## src/drla_pkg.sv

```systemverilog
// ----------------------------------------------------------------------------
// drla_pkg
// shared widths, register indexes, region codes, controller states and the
// command and status structs of the diamond region luma averager
// ----------------------------------------------------------------------------
package drla_pkg;

    localparam int MAX_DIM  = 1024;
    localparam int REGIONS  = 4;

    localparam int CNT_W    = $clog2(MAX_DIM);
    localparam int DIM_W    = 11;
    localparam int LEVEL_W  = 8;
    localparam int WEIGHT_W = 16;
    localparam int PROD_W   = LEVEL_W + WEIGHT_W;
    localparam int LUMA_W   = 26;
    localparam int SUM_W    = 46;
    localparam int PIX_W    = 20;
    localparam int AVG_W    = 26;
    localparam int RGN_W    = $clog2(REGIONS);
    localparam int STEP_W   = $clog2(AVG_W);
    localparam int IDX_W    = 4;
    localparam int CFG_W    = 16;

    localparam logic [IDX_W-1:0] REG_IMAGE_DIM    = IDX_W'(0);
    localparam logic [IDX_W-1:0] REG_RED_WEIGHT   = IDX_W'(1);
    localparam logic [IDX_W-1:0] REG_GREEN_WEIGHT = IDX_W'(2);
    localparam logic [IDX_W-1:0] REG_BLUE_WEIGHT  = IDX_W'(3);

    localparam logic [DIM_W-1:0]    RST_IMAGE_DIM    = DIM_W'(64);
    localparam logic [WEIGHT_W-1:0] RST_RED_WEIGHT   = WEIGHT_W'(19595);
    localparam logic [WEIGHT_W-1:0] RST_GREEN_WEIGHT = WEIGHT_W'(38470);
    localparam logic [WEIGHT_W-1:0] RST_BLUE_WEIGHT  = WEIGHT_W'(7471);

    localparam logic [RGN_W-1:0] RGN_LEFT   = RGN_W'(0);
    localparam logic [RGN_W-1:0] RGN_TOP    = RGN_W'(1);
    localparam logic [RGN_W-1:0] RGN_RIGHT  = RGN_W'(2);
    localparam logic [RGN_W-1:0] RGN_BOTTOM = RGN_W'(3);

    typedef enum logic [2:0] {
        S_RUN,
        S_DRAIN,
        S_DIV_LOAD,
        S_DIV_STEP,
        S_DIV_STORE,
        S_OUT
    } t_state;

    typedef struct packed {
        logic pix_take;
        logic div_load;
        logic div_step;
        logic div_store;
        logic out_load;
    } t_cmd;

    typedef struct packed {
        logic last_pixel;
        logic out_free;
    } t_status;

endpackage

```

## src/drla_ctrl.sv

```systemverilog
// ----------------------------------------------------------------------------
// drla_ctrl
// frame sequencer: pixel intake, pipeline drain, per-region division
// steps and result hand-off
// ----------------------------------------------------------------------------
module drla_ctrl
    import drla_pkg::*;
(
    input  logic    i_clk,
    input  logic    i_rst_n,
    input  logic    i_pix_valid,
    output logic    o_pix_ready,
    input  t_status i_status,
    output t_cmd    o_cmd
);

    localparam logic [STEP_W-1:0] LAST_STEP  = STEP_W'(AVG_W - 1);
    localparam logic [STEP_W-1:0] LAST_DRAIN = STEP_W'(1);
    localparam logic [RGN_W-1:0]  LAST_RGN   = RGN_W'(REGIONS - 1);

    t_state            r_state, n_state;
    logic [STEP_W-1:0] r_step, n_step;
    logic [RGN_W-1:0]  r_region, n_region;

    always_ff @(posedge i_clk) begin
        if (!i_rst_n) begin
            r_state  <= S_RUN;
            r_step   <= '0;
            r_region <= '0;
        end else begin
            r_state  <= n_state;
            r_step   <= n_step;
            r_region <= n_region;
        end
    end

    always_comb begin
        n_state  = r_state;
        n_step   = r_step;
        n_region = r_region;
        case (r_state)
            S_RUN: begin
                n_step = '0;
                if (i_pix_valid && i_status.last_pixel) begin
                    n_state = S_DRAIN;
                end
            end
            S_DRAIN: begin
                if (r_step == LAST_DRAIN) begin
                    n_step  = '0;
                    n_state = S_DIV_LOAD;
                end else begin
                    n_step = r_step + STEP_W'(1);
                end
            end
            S_DIV_LOAD: begin
                n_step  = '0;
                n_state = S_DIV_STEP;
            end
            S_DIV_STEP: begin
                if (r_step == LAST_STEP) begin
                    n_state = S_DIV_STORE;
                end else begin
                    n_step = r_step + STEP_W'(1);
                end
            end
            S_DIV_STORE: begin
                if (r_region == LAST_RGN) begin
                    n_region = '0;
                    n_state  = S_OUT;
                end else begin
                    n_region = r_region + RGN_W'(1);
                    n_state  = S_DIV_LOAD;
                end
            end
            S_OUT: begin
                if (i_status.out_free) begin
                    n_state = S_RUN;
                end
            end
            default: begin
                n_state = S_RUN;
            end
        endcase
    end

    always_comb begin
        o_cmd       = '0;
        o_pix_ready = 1'b0;
        case (r_state)
            S_RUN: begin
                o_pix_ready    = 1'b1;
                o_cmd.pix_take = i_pix_valid;
            end
            S_DIV_LOAD: begin
                o_cmd.div_load = 1'b1;
            end
            S_DIV_STEP: begin
                o_cmd.div_step = 1'b1;
            end
            S_DIV_STORE: begin
                o_cmd.div_store = 1'b1;
            end
            S_OUT: begin
                o_cmd.out_load = i_status.out_free;
            end
            default: begin
                o_cmd = '0;
            end
        endcase
    end

endmodule

```

## src/drla_datapath.sv

```systemverilog
// ----------------------------------------------------------------------------
// drla_datapath
// configuration registers, raster counters and region sort, luma pipeline,
// region accumulators, shared restoring divider and result registers
// ----------------------------------------------------------------------------
module drla_datapath
    import drla_pkg::*;
(
    input  logic                i_clk,
    input  logic                i_rst_n,
    input  t_cmd                i_cmd,
    output t_status             o_status,
    input  logic                i_cfg_valid,
    output logic                o_cfg_ready,
    input  logic [IDX_W-1:0]    i_cfg_index,
    input  logic [CFG_W-1:0]    i_cfg_data,
    input  logic [LEVEL_W-1:0]  i_red_level,
    input  logic [LEVEL_W-1:0]  i_green_level,
    input  logic [LEVEL_W-1:0]  i_blue_level,
    output logic                o_res_valid,
    input  logic                i_res_ready,
    output logic [AVG_W-1:0]    o_left_average,
    output logic [AVG_W-1:0]    o_top_average,
    output logic [AVG_W-1:0]    o_right_average,
    output logic [AVG_W-1:0]    o_bottom_average,
    output logic [AVG_W-1:0]    o_brightest_average,
    output logic [REGIONS-1:0]  o_empty_regions
);

    localparam logic [DIM_W-1:0] MIN_SIDE = DIM_W'(4);
    localparam logic [DIM_W-1:0] MAX_SIDE = DIM_W'(MAX_DIM);

    logic [DIM_W-1:0]    r_image_dim;
    logic [WEIGHT_W-1:0] r_red_w, r_green_w, r_blue_w;

    logic [CNT_W-1:0]    r_col, r_row;
    logic                r_v1, r_v2;
    logic [RGN_W-1:0]    r_rgn1, r_rgn2;
    logic [PROD_W-1:0]   r_prod_r, r_prod_g, r_prod_b;
    logic [LUMA_W-1:0]   r_luma;
    logic [SUM_W-1:0]    r_sum [REGIONS];
    logic [PIX_W-1:0]    r_pix [REGIONS];

    logic [PIX_W-1:0]    r_rem;
    logic [AVG_W-1:0]    r_quo;
    logic [AVG_W-1:0]    r_avg [REGIONS];
    logic [AVG_W-1:0]    r_best;
    logic [REGIONS-1:0]  r_empty;
    logic                r_res_valid;

    logic [DIM_W-1:0]    w_even, w_dim, w_last, w_half, w_col, w_row, w_k, w_bound;
    logic                w_upper, w_cfg_dim;
    logic [RGN_W-1:0]    w_rgn;
    logic [SUM_W-1:0]    w_dividend;
    logic [PIX_W:0]      w_trial;
    logic                w_fits;
    logic [AVG_W-1:0]    w_avg;

    assign o_cfg_ready = 1'b1;
    assign w_cfg_dim   = i_cfg_valid && (i_cfg_index == REG_IMAGE_DIM);

    // side length, even and saturated
    always_comb begin
        w_even = {r_image_dim[DIM_W-1:1], 1'b0};
        if (w_even < MIN_SIDE) begin
            w_dim = MIN_SIDE;
        end else if (w_even > MAX_SIDE) begin
            w_dim = MAX_SIDE;
        end else begin
            w_dim = w_even;
        end
    end

    // diamond split of the current pixel
    always_comb begin
        w_last  = w_dim - DIM_W'(1);
        w_half  = w_dim >> 1;
        w_col   = DIM_W'(r_col);
        w_row   = DIM_W'(r_row);
        w_upper = w_row < w_half;
        w_k     = w_upper ? w_row : (w_last - w_row);
        w_bound = w_last - w_k;
        if (w_col < w_k) begin
            w_rgn = RGN_LEFT;
        end else if (w_col > w_bound) begin
            w_rgn = RGN_RIGHT;
        end else if (w_upper) begin
            w_rgn = RGN_TOP;
        end else begin
            w_rgn = RGN_BOTTOM;
        end
    end

    assign o_status.last_pixel = (w_col == w_last) && (w_row == w_last);
    assign o_status.out_free   = !r_res_valid || i_res_ready;

    // division of region 0, rounded half up
    assign w_dividend = r_sum[0] + SUM_W'(r_pix[0] >> 1);
    assign w_trial    = {r_rem, r_quo[AVG_W-1]};
    assign w_fits     = w_trial >= {1'b0, r_pix[0]};
    assign w_avg      = (r_pix[0] == '0) ? '0 : r_quo;

    always_ff @(posedge i_clk) begin
        if (!i_rst_n) begin
            r_image_dim <= RST_IMAGE_DIM;
            r_red_w     <= RST_RED_WEIGHT;
            r_green_w   <= RST_GREEN_WEIGHT;
            r_blue_w    <= RST_BLUE_WEIGHT;
        end else if (i_cfg_valid) begin
            case (i_cfg_index)
                REG_IMAGE_DIM:    r_image_dim <= i_cfg_data[DIM_W-1:0];
                REG_RED_WEIGHT:   r_red_w     <= i_cfg_data[WEIGHT_W-1:0];
                REG_GREEN_WEIGHT: r_green_w   <= i_cfg_data[WEIGHT_W-1:0];
                REG_BLUE_WEIGHT:  r_blue_w    <= i_cfg_data[WEIGHT_W-1:0];
                default: begin
                end
            endcase
        end
    end

    // raster counters
    always_ff @(posedge i_clk) begin
        if (!i_rst_n || w_cfg_dim) begin
            r_col <= '0;
            r_row <= '0;
        end else if (i_cmd.pix_take) begin
            if (w_col == w_last) begin
                r_col <= '0;
                if (w_row == w_last) begin
                    r_row <= '0;
                end else begin
                    r_row <= r_row + CNT_W'(1);
                end
            end else begin
                r_col <= r_col + CNT_W'(1);
            end
        end
    end

    // luma pipeline
    always_ff @(posedge i_clk) begin
        if (!i_rst_n) begin
            r_v1 <= 1'b0;
            r_v2 <= 1'b0;
        end else begin
            r_v1 <= i_cmd.pix_take;
            r_v2 <= r_v1;
        end
        r_rgn1   <= w_rgn;
        r_prod_r <= PROD_W'(i_red_level) * PROD_W'(r_red_w);
        r_prod_g <= PROD_W'(i_green_level) * PROD_W'(r_green_w);
        r_prod_b <= PROD_W'(i_blue_level) * PROD_W'(r_blue_w);
        r_rgn2   <= r_rgn1;
        r_luma   <= LUMA_W'(r_prod_r) + LUMA_W'(r_prod_g) + LUMA_W'(r_prod_b);
    end

    // region accumulators, rotated down one region per division
    always_ff @(posedge i_clk) begin
        if (!i_rst_n || w_cfg_dim) begin
            for (int i = 0; i < REGIONS; i++) begin
                r_sum[i] <= '0;
                r_pix[i] <= '0;
            end
        end else if (i_cmd.div_store) begin
            for (int i = 0; i < REGIONS - 1; i++) begin
                r_sum[i] <= r_sum[i+1];
                r_pix[i] <= r_pix[i+1];
            end
            r_sum[REGIONS-1] <= '0;
            r_pix[REGIONS-1] <= '0;
        end else if (r_v2) begin
            for (int i = 0; i < REGIONS; i++) begin
                if (r_rgn2 == RGN_W'(i)) begin
                    r_sum[i] <= r_sum[i] + SUM_W'(r_luma);
                    r_pix[i] <= r_pix[i] + PIX_W'(1);
                end
            end
        end
    end

    // restoring divider, one quotient bit per cycle
    always_ff @(posedge i_clk) begin
        if (i_cmd.div_load) begin
            r_rem <= w_dividend[SUM_W-1 -: PIX_W];
            r_quo <= w_dividend[AVG_W-1:0];
        end else if (i_cmd.div_step) begin
            r_rem <= w_fits ? PIX_W'(w_trial - {1'b0, r_pix[0]}) : w_trial[PIX_W-1:0];
            r_quo <= {r_quo[AVG_W-2:0], w_fits};
        end
    end

    always_ff @(posedge i_clk) begin
        if (!i_rst_n) begin
            r_best <= '0;
        end else if (i_cmd.out_load) begin
            r_best <= '0;
        end else if (i_cmd.div_store && (w_avg > r_best)) begin
            r_best <= w_avg;
        end
    end

    always_ff @(posedge i_clk) begin
        if (i_cmd.div_store) begin
            for (int i = 0; i < REGIONS - 1; i++) begin
                r_avg[i] <= r_avg[i+1];
            end
            r_avg[REGIONS-1] <= w_avg;
            r_empty          <= {(r_pix[0] == '0), r_empty[REGIONS-1:1]};
        end
    end

    // result register
    always_ff @(posedge i_clk) begin
        if (!i_rst_n) begin
            r_res_valid <= 1'b0;
        end else if (i_cmd.out_load) begin
            r_res_valid <= 1'b1;
        end else if (i_res_ready) begin
            r_res_valid <= 1'b0;
        end
    end

    always_ff @(posedge i_clk) begin
        if (i_cmd.out_load) begin
            o_left_average      <= r_avg[RGN_LEFT];
            o_top_average       <= r_avg[RGN_TOP];
            o_right_average     <= r_avg[RGN_RIGHT];
            o_bottom_average    <= r_avg[RGN_BOTTOM];
            o_brightest_average <= r_best;
            o_empty_regions     <= r_empty;
        end
    end

    assign o_res_valid = r_res_valid;

endmodule

```

## src/diamond_region_luma_average.sv

```systemverilog
// ----------------------------------------------------------------------------
// diamond_region_luma_average
// per-frame mean weighted luma of the four triangles of a diamond split
//
//   channel   direction  handshake                    payload
//   pixel     in         i_pix_valid / o_pix_ready    i_red/green/blue_level
//   result    out        o_res_valid / i_res_ready    four averages, brightest, empty
//   config    in         i_cfg_valid / o_cfg_ready    i_cfg_index, i_cfg_data
//
// one pixel request per cycle within a frame
// after the last pixel: pipeline drain, then four divisions, one per region, in
// the shared one-bit-per-cycle divider, then the result register is loaded
// the next frame is taken while the result waits, unless an older result
// still blocks the result register
// reset is synchronous, no clearing pass
// ----------------------------------------------------------------------------
module diamond_region_luma_average
    import drla_pkg::*;
(
    input  logic                i_clk,
    input  logic                i_rst_n,
    input  logic                i_pix_valid,
    output logic                o_pix_ready,
    input  logic [LEVEL_W-1:0]  i_red_level,
    input  logic [LEVEL_W-1:0]  i_green_level,
    input  logic [LEVEL_W-1:0]  i_blue_level,
    output logic                o_res_valid,
    input  logic                i_res_ready,
    output logic [AVG_W-1:0]    o_left_average,
    output logic [AVG_W-1:0]    o_top_average,
    output logic [AVG_W-1:0]    o_right_average,
    output logic [AVG_W-1:0]    o_bottom_average,
    output logic [AVG_W-1:0]    o_brightest_average,
    output logic [REGIONS-1:0]  o_empty_regions,
    input  logic                i_cfg_valid,
    output logic                o_cfg_ready,
    input  logic [IDX_W-1:0]    i_cfg_index,
    input  logic [CFG_W-1:0]    i_cfg_data
);

    t_cmd    w_cmd;
    t_status w_status;

    drla_ctrl u_ctrl (
        .i_clk       (i_clk),
        .i_rst_n     (i_rst_n),
        .i_pix_valid (i_pix_valid),
        .o_pix_ready (o_pix_ready),
        .i_status    (w_status),
        .o_cmd       (w_cmd)
    );

    drla_datapath u_datapath (
        .i_clk               (i_clk),
        .i_rst_n             (i_rst_n),
        .i_cmd               (w_cmd),
        .o_status            (w_status),
        .i_cfg_valid         (i_cfg_valid),
        .o_cfg_ready         (o_cfg_ready),
        .i_cfg_index         (i_cfg_index),
        .i_cfg_data          (i_cfg_data),
        .i_red_level         (i_red_level),
        .i_green_level       (i_green_level),
        .i_blue_level        (i_blue_level),
        .o_res_valid         (o_res_valid),
        .i_res_ready         (i_res_ready),
        .o_left_average      (o_left_average),
        .o_top_average       (o_top_average),
        .o_right_average     (o_right_average),
        .o_bottom_average    (o_bottom_average),
        .o_brightest_average (o_brightest_average),
        .o_empty_regions     (o_empty_regions)
    );

endmodule
```

## config.mk

```make
export PLATFORM = sky130hd
export DESIGN_NAME = diamond_region_luma_average
export DESIGN_NICKNAME = d
export VERILOG_FILES = /design/src/drla_pkg.sv /design/src/drla_ctrl.sv /design/src/drla_datapath.sv /design/src/diamond_region_luma_average.sv
export SDC_FILE = /design/constraint.sdc
export NUM_CORES = 2
export LEC_CHECK = 0
export ABC_AREA = 1
export BUFFER_PORTS_ARGS = -buffer_cell sky130_fd_sc_hd__buf_2
export CAP_MARGIN = 20
export CORE_ASPECT_RATIO = 0.5
export CORE_MARGIN = 1
export CORE_UTILIZATION = 58
export DETAILED_ROUTE_END_ITERATION = 6
export PLACE_DENSITY = 0.78
export SKIP_LAST_GASP = 1
export SYNTH_ARGS = -nofsm -noshare
export SYNTH_HDL_FRONTEND = slang
export SYNTH_SLANG_ARGS = --single-unit
```

## constraint.sdc

```tcl
create_clock -name i_clk -period 9.5 [get_ports i_clk]
set_input_delay 2.375 -clock i_clk [delete_from_list [all_inputs] [get_ports i_clk]]
set_output_delay 2.375 -clock i_clk [all_outputs]
set_load 0.005 [all_outputs]
```

Yosys cells after proc, flatten, opt, wreduce, memory -nomap -nowiden
Memories as Yosys holds them, arrays and structs flattened. A register that Yosys moved wholly into a read port is not among the register bits.
Cells that the tools add are included.
- register bits after elaboration: 300
- memory bits (writable): 368
- memories kept: 3
- $add $sub $neg: 19
- $mul: 3
- $lt $le $gt $ge: 7
- equality and inequality tests: 21
- multiplexer cells: 73
- bitwise gates (word level): 17
- reduce and logical (&&, ||, !) cells: 25
- memory list (name ; words ; bits a word ; read ports ; clocked after Yosys merged registers in ; wr ports ; RTL line ; text):
    u_datapath.r_sum ; 4 ; 46 ; 4 ; 0 ; 4 ; drla_datapath.sv:41 ; logic [SUM_W-1:0] r_sum [REGIONS];
    u_datapath.r_avg ; 4 ; 26 ; 7 ; 4 ; 4 ; drla_datapath.sv:46 ; logic [AVG_W-1:0] r_avg [REGIONS];
    u_datapath.r_pix ; 4 ; 20 ; 4 ; 0 ; 4 ; drla_datapath.sv:42 ; logic [PIX_W-1:0] r_pix [REGIONS];
- operators by type and width (operator ; count):
    2-to-1 mux 46 bit ; 8
    2-to-1 mux 20 bit ; 11
    adder 46 x 26 -> 46 bit ; 4
    adder 20 x 1 -> 20 bit (second input constant) ; 4
    2-to-1 mux 26 bit ; 3
    multiplier 8 x 16 -> 24 bit ; 3
    adder 46 x 19 -> 46 bit ; 1
    2-to-1 mux 1 bit ; 34
    2-to-1 mux 11 bit ; 3
    adder 26 x 24 -> 26 bit ; 1
    > comparator 26 bit ; 1
    adder 24 x 24 -> 25 bit ; 1
    == test 10 x 11 -> 1 bit ; 2
    >= comparator 21 x 20 -> 1 bit ; 1
    adder 10 x 1 -> 10 bit (second input constant) ; 2
    logical NOT 20 bit ; 1
    2-to-1 mux 10 bit ; 2
    subtractor 20 bit ; 1
    case mux 3 bit (6 select lines) ; 1
    bitwise OR 1 bit ; 16
    2-to-1 mux 3 bit ; 5
    case mux 5 bit (3 select lines) ; 1
    AND reduction 2 bit ; 6
    > comparator 10 x 11 -> 1 bit ; 1
    other kinds (33) ; 52

Depth between registers and ports, before layout
- depth after elaboration: 9
- gate-level depth with buffers: 31
- gate-level depth less buffers: 30

By module
A second synthesis with hierarchy kept.
- cell total of the unflattened synthesis: 6458
- area, all modules: 54801.3 µm²
- modules (own cells, without submodules) (module ; times used ; cells each ; area each (µm²) ; sequential area each (µm²)):
    drla_datapath ; 1 ; 6352 ; 54126.9 ; 20759.9
    drla_ctrl ; 1 ; 106 ; 674.4 ; 200.2

Worst setup path before layout
Ideal clock, no wire load.
- kind: input -> register
- start point: in i_res_ready
- end point: reg u_datapath.r_best[10]
- library setup time: 0.128 ns
- data arrival time: 9.213 ns
- required time: 9.372 ns
- slack: 0.159 ns
- cell stages on the path: 6
- buffers on the path: 1
- cell sequence: nor2_1 -> nor2_1 -> nor2_1 -> clkbuf_1 -> o21ai_0 -> a21oi_1
- RTL lines (what ; RTL line ; text):
    from (decl) ; diamond_region_luma_average.sv:28 ; input logic i_res_ready,
    to (signal assigned) ; drla_datapath.sv:198 ; r_best <= w_avg;
    to (decl) ; drla_datapath.sv:47 ; logic [AVG_W-1:0] r_best;

Final worst setup path
- start point: in i_blue_level[5]
- end point: reg u_datapath.r_prod_b[21]
- cells in the longest elaborated chain, start to end: 1
- ends and longest elaborated chain (what ; RTL line ; text):
    from (decl) ; diamond_region_luma_average.sv:26 ; input logic [LEVEL_W-1:0] i_blue_level,
    multiplier 8 x 16 -> 24 bit ; drla_datapath.sv:152 ; r_prod_b <= PROD_W'(i_blue_level) * PROD_W'(r_blue_w);
    to (signal assigned) ; drla_datapath.sv:152 ;
    to (decl) ; drla_datapath.sv:39 ; logic [PROD_W-1:0] r_prod_r, r_prod_g, r_prod_b;
No other way between the ends.
A chain may end at the register's enable or synchronous reset.

==> metrics.txt <==
status complete, but fails checks; failing checks DRC; row count 79; clock latency at the later pin of the worst-skew pair 690 ps; Die Wd 438 um; Longest Clk Path Bufs 3; met1 WL 66100 um; crit start category input port; Slew HR 29.3%; max cap viols 0; Worst Path Buf+Inv 3; first-pass GRT wire length 236000 um; TritonCTS clock tree yes; type of the worst min-delay path register to register; min Tclk post-route 6310 ps; die area 96500 um2; Seq cells post-synth 771; setup TNS 0 ps; total grt overflow 0; nets@finish 7382; Top Family by Delay on Critical Path adder cells; antenna viol nets, final 0; combinational family with the most area after synthesis adder cells; # H-tree levels 3; Antenna Cells 0; count leader, synth nand2_1; Least-Margin Pin Slew 1060 ps; DP Cell Count 7846; Max stage delay on crit path 550 ps; initial antenna violation count 1; worst setup margin 3190 ps; cts bufs inserted 73; fraction of registers with async set/reset 0%; DP Worst Slack 2530 ps; height of the chip 220 um; fillers 7860; RSZ-0062 raised after global routing false; PwrDens 225 nW/um2; post-CTS setup buffers 0; Via density 5.73; IO buf count 184; Synth area leader edfxtp_1; Num Clock Sinks 771; total core area 93600 um2; Crit Path Max Fanout 16; initial drt markers 4545; number of synthesized flops with an enable pin 552; simple-gate share of the synthesized area 18.0%; Synth top area share 30.0%; final hold vios 0; Cells after Synth 6568; RePlAce Congestion 0.970; Worst-path clk slew 70 ps; post-synthesis adder-cell area fraction 18.6%; fraction of layout cells with a size suffix above 1 6.18%; Critical Path RT 10080 ps; vias 45700; syn avg cell area 8.41 um2; Wirelength per Cell 18.7 um; post-synthesis compound-gate area fraction 12.4%; Worst setup EP type register; Commonest cells post-synth nand2_1, inv_1, edfxtp_1, a21oi_1, o21ai_0; Static Leak 0.0275 uW; Post-DP HPWL 115000 um; XOR/XNOR Fraction of Synth Area 4.44%; synth unique cells 66; CP max stage cell fa_1; max layer used met5; vias in the first global route 44500; top_reg_cell synth edfxtp_1; drc violations 11; fmax 158 MHz; cts hold-fix bufs 0; final setup vio count 0; sequential-to-total area share from yosys stat 37.9%; Period Utilization, post-route 66.4%; CTS root buffer clkbuf_16; Layout area overhead 8.16%; Post-Syn Nets 7284; post-CTS sizing 0; Setup CP Type input port to register; CP most frequent cell fa_1; IO Pins 186; post-synthesis mux area share 0%; worst vdd ir 0.000253 V; WL met3 10800 um; clk_skew 43.4 ps; Yosys Warn Count 0; Worst Path Arrival 6890 ps; Total Routing Usage GR 30.9%; CP Cell Sequence buf_2 -> nand2_1 -> fa_1 -> inv_1 -> fa_1 -> fa_1 -> fa_1 -> ha_1 -> a21oi_1 -> o21ai_0 -> nor2_1 -> o21ai_1 -> a21boi_0 -> o21ai_1 -> nand2_1 -> inv_1 -> o21bai_1 -> a21o_1 -> nand2_1; top cells by area, synth edfxtp_1, nand2_1, fa_1; largest net degree at the start of global routing 81; final WL 149000 um; Starting Density 59.0%; Final Slew Violations 0; mapped cell area 55200 um2; Non-Filler Instances 7981; DRT Pass-1 Iters 7; Worst Hold Margin 326 ps; WL met2 67300 um
state kept, by name (all words and copies together), names as in the netlist, 24 cells and up:
signal                          cells
u_datapath.o_left_average          26
u_datapath.o_top_average           26
u_datapath.o_right_average         26
u_datapath.r_best                  26
u_datapath.r_luma                  26
u_datapath.o_bottom_average        26
u_datapath.r_prod_r                24
u_datapath.r_quo                   26
u_datapath.r_prod_g                24
u_datapath.r_pix                   80
u_datapath.r_sum                  184
u_datapath.r_prod_b                24
u_datapath.o_brightest_average     26
u_datapath.r_avg                  104
cells in the final DEF (no fill, tap or decap), drive strengths merged, types with 4 or more instances in the layout:
cell,instances
nand3b,8
a21oi,495
a32o,4
bufinv,8
fa,260
dfxtp,219
a211oi,8
a22o,5
ha,407
clkbuf,87
edfxtp,552
nor3,107
nand4,71
nor3b,7
o32ai,6
o21ai,471
xnor2,94
a31oi,56
nand2,1420
clkinv,34
nand3,265
o21a,26
buf,211
nor4,37
o31ai,11
xor2,186
a21o,41
o211ai,28
o21bai,17
or2,12
o22ai,26
inv,1066
a21boi,25
nor2,431
stage by stage:
| step | area [um2] | power (uW) | util (%) |
|---|---|---|---|
| floorplan | 55200 | 8790 | - |
| global placement | 57200 | 10100 | 61.1 |
| detailed placement | 57200 | 10200 | 61.1 |
| CTS | 59700 | 13400 | 63.8 |
| global route | 59700 | 14400 | 63.8 |
| finish | 59700 | 13400 | 63.8 |
worst paths after layout:
| path | from | to | slack, ps | depth (start not counted) |
|---|---|---|---|---|
| hold reg to reg | u_datapath.r_rgn1[1] | u_datapath.r_rgn2[1] | 330 | 0 |
| setup reg to reg | u_datapath.r_image_dim[7] | u_datapath.r_rgn1[0] | 3860 | 30 |
| setup / recovery | i_blue_level[5] | u_datapath.r_prod_b[21] | 3190 | 19 |
| hold / removal | u_datapath.r_rgn1[1] | u_datapath.r_rgn2[1] | 330 | 0 |
layer usage:
layer,global-route usage [%],vias up
li1,-,21900
met2,49.8,1775
met5,0,-
met1,42.9,21800
met3,4.01,263
met4,11.1,2
worst register-to-register path: cells and delay by family (launching register included):
kind	cells	cell delay (ps)
xor+xnor	2	260
flops	1	380
buf+inv	1	60
fa+ha+maj	4	1450
compound gates	9	1430
simple gates	14	1990
layout make-up:
class / instances / area [um2] / area share, %
inverter: 1063 / 3990 / 6.68
multi-input combinational: 4546 / 29600 / 49.5
tap: 1255 / 1570 / 2.63
clock inverter: 48 / 598 / 1.00
timing repair buffer: 211 / 1140 / 1.90
clock buffer: 87 / 1910 / 3.20
sequential: 771 / 21000 / 35.1
cell families (layout without fill, tap and decap cells):
family,after synthesis,in the layout
simple gates,2364,2364
buf+inv,1251,1409
compound gates,1234,1234
flops,771,771
fa+ha+maj,667,667
xor+xnor,280,280
other cells,1,1
power breakdown:
| part | internal [uW] | switching, uW | leakage (uW) |
|---|---|---|---|
| combinational | 2280 | 3750 | 0.0191 |
| clock | 1700 | 1410 | 0.00122 |
| sequential | 3930 | 353 | 0.00714 |
| total | 7900 | 5520 | 0.0275 |
Note: power is estimated with default switching activity, not from simulation.
